--- src/sv/qmr_pkg.sv ---
`default_nettype none

package qmr_pkg;

    localparam int DATA_WIDTH = 32;
    localparam int FRAC_BITS  = 16;

    localparam int OP_W   = DATA_WIDTH + 1;
    localparam int PROD_W = 2 * OP_W;
    localparam int TERM_W = PROD_W - FRAC_BITS;
    localparam int SUM_W  = TERM_W + 2;

    localparam logic REQ_PRODUCT = 1'b0;
    localparam logic REQ_ROTATE  = 1'b1;

    typedef logic signed [DATA_WIDTH-1:0] data_t;
    typedef logic signed [OP_W-1:0]       op_t;
    typedef logic signed [PROD_W-1:0]     prod_t;
    typedef logic signed [TERM_W-1:0]     term_t;
    typedef logic signed [SUM_W-1:0]      sum_t;

    typedef struct packed {
        logic vld;
        logic rot;
    } ctl_t;

    localparam sum_t SAT_MAX = SUM_W'({1'b0, {(DATA_WIDTH-1){1'b1}}});
    localparam sum_t SAT_MIN = -SAT_MAX - SUM_W'(1);

    localparam op_t ONE_Q = OP_W'(64'd1 << FRAC_BITS);

    function automatic term_t scale(input prod_t p);
        prod_t s;
        s = p >>> FRAC_BITS;
        return s[TERM_W-1:0];
    endfunction

    function automatic data_t sat(input sum_t s);
        data_t r;
        if (s > SAT_MAX)
        begin
            r = SAT_MAX[DATA_WIDTH-1:0];
        end
        else if (s < SAT_MIN)
        begin
            r = SAT_MIN[DATA_WIDTH-1:0];
        end
        else
        begin
            r = s[DATA_WIDTH-1:0];
        end
        return r;
    endfunction

endpackage

`default_nettype wire

--- src/sv/qmr_sum_stage.sv ---
`default_nettype none

module qmr_sum_stage
    import qmr_pkg::*;
(
    input  wire logic  clk,
    input  wire logic  rst_n,
    input  wire logic  en,
    input  wire ctl_t  ctl_in,
    input  wire prod_t prod [16],
    output ctl_t       ctl_out,
    output data_t      res [4]
);

    ctl_t  ctl_reg;
    data_t res_reg [4];
    sum_t  t [16];
    sum_t  s [4];

    always_comb
    begin
        for (int k = 0; k < 16; k++)
        begin
            t[k] = SUM_W'(scale(prod[k]));
        end
        s[0] = t[0]  - t[5]  - t[10] - t[15];
        s[1] = t[1]  + t[4]  + t[11] - t[14];
        s[2] = t[2]  - t[7]  + t[8]  + t[13];
        s[3] = t[3]  + t[6]  - t[9]  + t[12];
    end

    always_ff @(posedge clk or negedge rst_n)
    begin
        if (!rst_n)
        begin
            ctl_reg <= '0;
        end
        else if (en)
        begin
            ctl_reg <= ctl_in;
        end
    end

    always_ff @(posedge clk)
    begin
        if (en)
        begin
            for (int k = 0; k < 4; k++)
            begin
                res_reg[k] <= sat(s[k]);
            end
        end
    end

    assign ctl_out = ctl_reg;
    assign res     = res_reg;

endmodule

`default_nettype wire

--- config.mk ---
export PLATFORM = sky130hd
export DESIGN_NAME = qmr_sum_stage
export DESIGN_NICKNAME = d
export VERILOG_FILES = /design/src/sv/qmr_pkg.sv /design/src/sv/qmr_sum_stage.sv
export SDC_FILE = /design/constraint.sdc
export NUM_CORES = 1
export LEC_CHECK = 0
export BUFFER_PORTS_ARGS = -buffer_cell sky130_fd_sc_hd__buf_2
export CAP_MARGIN = 20
export CORE_AREA = 2 2 462 464
export CTS_CLUSTER_DIAMETER = 80
export DETAILED_ROUTE_END_ITERATION = 6
export DIE_AREA = 0 0 464 466
export SLEW_MARGIN = 10
export SYNTH_ARGS = -nofsm -noshare
export SYNTH_HDL_FRONTEND = slang
export SYNTH_SLANG_ARGS = --single-unit
--- constraint.sdc ---
create_clock -name clk -period 0.8 [get_ports clk]
set_input_delay 0.16 -clock clk [delete_from_list [all_inputs] [get_ports clk]]
set_output_delay 0.16 -clock clk [all_outputs]
set_load 0.05 [all_outputs]
# After elaboration in Yosys (flattened, before gate mapping)

Index checks and enable logic that the tools add are counted.

Output and inout port bits: 130
Bits in registers: 130
Input port bits: 1,061

$lt $le $gt $ge: 8
Muxes and demuxes: 4
Add/sub/neg operators: 12

Operators with widths:

| cell                 | count |
|---|---|
| $gt 52x32->1 const B | 4 |
| $lt 52x32->1 const B | 4 |
| $mux 32              | 4 |
| $add 51x50->52       | 2 |
| $add 52x50->52       | 2 |
| $sub 51x50->52       | 2 |
| $sub 52x50->52       | 2 |
| $add 50x50->51       | 2 |
| $sub 50x50->51       | 2 |

# Depth between registers and ports, before layout

Depth in word-level cells: 5
Mapped depth: 21
Mapped depth without buffers: 19

# Worst setup path before layout

No wires, ideal clock.

Kind: input port to flip-flop
Start: input port prod[40] (netlist bit)
End: register res_reg, in the netlist res[101] (data pin)
Stages on the path: 19
Arrival time: 4.763 ns
Setup slack: -4.219 ns
Setup time: 0.255 ns
Buffers on the path: 2
Path through: inv_1 > fa_1 > inv_1 > fa_1 > inv_1 > ha_1 > buf_2 > nand4_1 > or4_1 > or3_1 > a21oi_2 > nor3_1 > xnor2_1 > or4_1 > or4b_1 > nor4_1 > a31oi_1 > buf_2 > a31o_1

Longest elaborated chain between the ends: 3
Elaborated cells on any way between the ends: 4
Those cells by class: 1 x add/sub; 2 x order compare; 1 x mux

RTL lines:

| element                       | line                | source |
|---|---|---|
| start, declared               | qmr_sum_stage.sv:10 | `input wire prod_t prod [16],` |
| $sub 52x50->52 (*)            | qmr_sum_stage.sv:26 | `s[0] = t[0] - t[5] - t[10] - t[15];` |
| $lt 52x32->1                  | qmr_pkg.sv:44       | `else if (s < SAT_MIN)` |
| $mux 32                       | qmr_pkg.sv:44       |  |
| end signal, assigned by index | qmr_sum_stage.sv:50 | `res_reg[k] <= sat(s[k]);` |
| end, declared                 | qmr_sum_stage.sv:16 | `data_t res_reg [4];` |

Every way passes the cells marked *; elsewhere a longest branch is shown, timed or not.
A chain may end at the register's enable or synchronous reset.

# Worst setup path in the final report

Start: input port prod[697] (netlist bit)
End: register res_reg, in the netlist res[125] (data pin)

Longest elaborated chain between the ends: 5
Elaborated cells on any way between the ends: 6
Those cells by class: 3 x add/sub; 2 x order compare; 1 x mux

RTL lines:

| element            | line |
|---|---|
| $sub 50x50->51 (*) | qmr_sum_stage.sv:26 |
| $sub 51x50->52 (*) | qmr_sum_stage.sv:26 |
| $sub 52x50->52 (*) | qmr_sum_stage.sv:26 |
| $lt 52x32->1       | qmr_pkg.sv:44 |
| $mux 32            | qmr_pkg.sv:44 |

Marked as above.

==> out/results.ini <==
[status]
status=finished, violations left
violations=setup timing

[detailed_routing]
vias=32000
drtAntennaViolNets=0
vias_per_cell=3.85
wl_mm=158
drt_first_pass_iters=5
avgRoutedWirePerCell_um=19.0
drt_iter0_markers=1718
route.detailed.drc=0

[floorplan]
core-area_sq_um=211000
fp-row-count=169
die_h_um=466
boundaryPins=1191
dieArea_sq_um=216000
fp.dieW_um=464
initial_core_util_pct=14.0

[clocking]
cts_tree=built
clockBufferDepth=2
cts_max_level=4
cts-root-buf=clkbuf_16
clkTransAtPathRegs_ns=0.08
numCtsBuffers=17
clk-insertion-delay-late_ns=0.53
clkSinkCount=130

[worst_setup_path]
critPathCaptureType=register
slowest_delay_ns=0.56
crit_arrival_ns=5.06
cp_cell_sequence=buf_2 > inv_2 > fa_1 > inv_1 > fa_1 > inv_2 > ha_4 > nand4_1 > or4_4 > or3_4 > a21oi_4 > or2_4 > a211oi_2 > or4_4 > or4b_4 > nor4_4 > a31oi_4 > buf_12 > a21o_1
critPathRequiredTime_ns=1.07
critical_path_peak_fanout=16
path_delay_family=simple AND/OR/NAND/NOR gates
setup.worst_path.class=in2reg
cp.buffers_inverters=5
start_kind=primary input
slowest_stage=or4_4

[global_route]
track_usage_pct=14.4
overflow=0
grt_pass1_wl_mm=227
grt_pass1_vias=34000
antenna_found_initial=34
grt_max_degree=35

[sta]
rsz0062_at_grt=yes
relSlewSlack_pct=62.5
slew_violations=0
clock_skew_ns=0
worst_slack_ns=-3.99
tns_ns=-548.16
worstMarginPinSlew_ns=0.557
finalCritPeriodShare_pct=599
hold_viol=0
setup_viol=260
fmax_mhz=209
fin_crit_ns=4.79

[placed_design]
dpl.hpwl_mm=143
gp_congestion=0.992
dp_cells=8198
port_buffers=934
dp_slack_ns=-4.85

[layout]
fin_nets=7124
final_cells=8298
drive_gt1_share_pct=39.2
areaGrowthSynthToFinish_pct=64.8
largest_reg_flops=128

[power]
ir_drop_v=0.00243
power_density_nw_per_um2=3350
p_leak_nw=25.5
total_power_mw=164

[logic_synthesis]
yosysMostFrequentCell=inv_1
ys_types=79
async_flop_share_pct=1.54
syn_area_per_cell_sq_um=7.99
yosys.area.top_type_share_pct=27.3
ys_seq_elements=130
synth_edf_count=128
synth-main-ff-cell=edfxtp_1
synthCells=3707
synth_nets=5377
ys_warn_count=0
ys_seq_area_share_pct=13.1
synth_top_cell_by_area=fa_1
synth.area.top_cells=fa_1 27%, inv_1 15%, edfxtp_1 13%
synth_common_cells=1206 x inv_1, 404 x fa_1, 253 x a21oi_1
synth.cell_area_sq_um=29600

[run]
drv_cap=0

[worst_hold_path]
min_path_type=in2reg

## layout by cell type (no fill, tap or decap), types with 36 or more instances in the layout
cell type and count:
o21ai_0 109, buf_2 789, edfxtp_1 128, nor3_1 36
fa_1 395, buf_4 825, a21oi_1 227, nor2_1 124
buf_6 80, ha_1 168, inv_2 41, nand3_1 43
xor2_1 64, a21o_1 153, inv_1 1162, buf_12 113
xnor2_1 109, nand4_1 66, nand2_1 193
## metrics by stage
step	instance area, sq um	hold WS, ns	utilization, %
after floorplan	30300	-0.136	-
after CTS	48300	0.0820	22.9
after detailed placement	45800	-0.0410	21.7
final	48800	0.123	23.1
after global placement	45800	-0.0430	21.7
after global routing	48800	0.0931	23.1
## cell type report
cell class / instances / area [sq um]
Timing Repair Buffer: 1825 / 13700
Clock buffer: 17 / 425
Sequential cell: 130 / 3900
Multi-Input combinational cell: 2274 / 22600
Tap cell: 2821 / 3530
Fill cell: 23300 / 162000
Inverter: 1206 / 4540
Clock inverter: 15 / 180
Antenna cell: 10 / 25.0
## routing by layer
metal  wire [um]  vias up  track usage, %  part of all wire [%]
li1            -    15200               -                     -
met1       67400    15500            17.9                    43
met2       75900     1056            24.7                    48
met3       10500      124            3.35                   6.7
met4        3730       24            3.59                   2.4
met5         155        -               0                 0.098
## power breakdown
part / switching (mW) / total, mW / internal, mW
combinational: 73.7 / 138 / 64.4
clock: 4.34 / 8.81 / 4.48
sequential: 3.21 / 16.7 / 13.5
## cell families after synthesis
kind of cell,after synthesis,share of synthesized area (%)
simple gates,646,10.8
xor+xnor,187,5.53
compound gates,823,17.7
buf+inv,1303,16.5
flops,130,13.1
mux,9,0.312
fa+ha+maj,609,36.0
## worst paths after layout
| check | end | cells after the start | slack, ns | from |
|---|---|---|---|---|
| hold / removal | res[82] | 2 | 0.12 | en |
| hold reg to reg | ctl_out[0] | 1 | 0.55 | ctl_out[0] |
| min in group asynchronous | ctl_out[0] | 3 | 0.51 | rst_n |
| setup reg to reg | ctl_out[1] | 1 | 0 | ctl_out[1] |
| setup / recovery | res[125] | 19 | -3.99 | prod[697] |
| max in group asynchronous | ctl_out[1] | 3 | 0.14 | rst_n |
## timing repair
action | 4_1_cts | 5_1_grt
pin swaps | 91 | 77
hold buffers | 5 | 0
gates cloned | 12 | 0
endpoints found under the setup margin | 258 | 261
resized for setup | 322 | 88
endpoints found under the hold margin | 5 | 0
buffers inserted | 31 | 13
No activity file was read; power rests on OpenSTA's default activity.
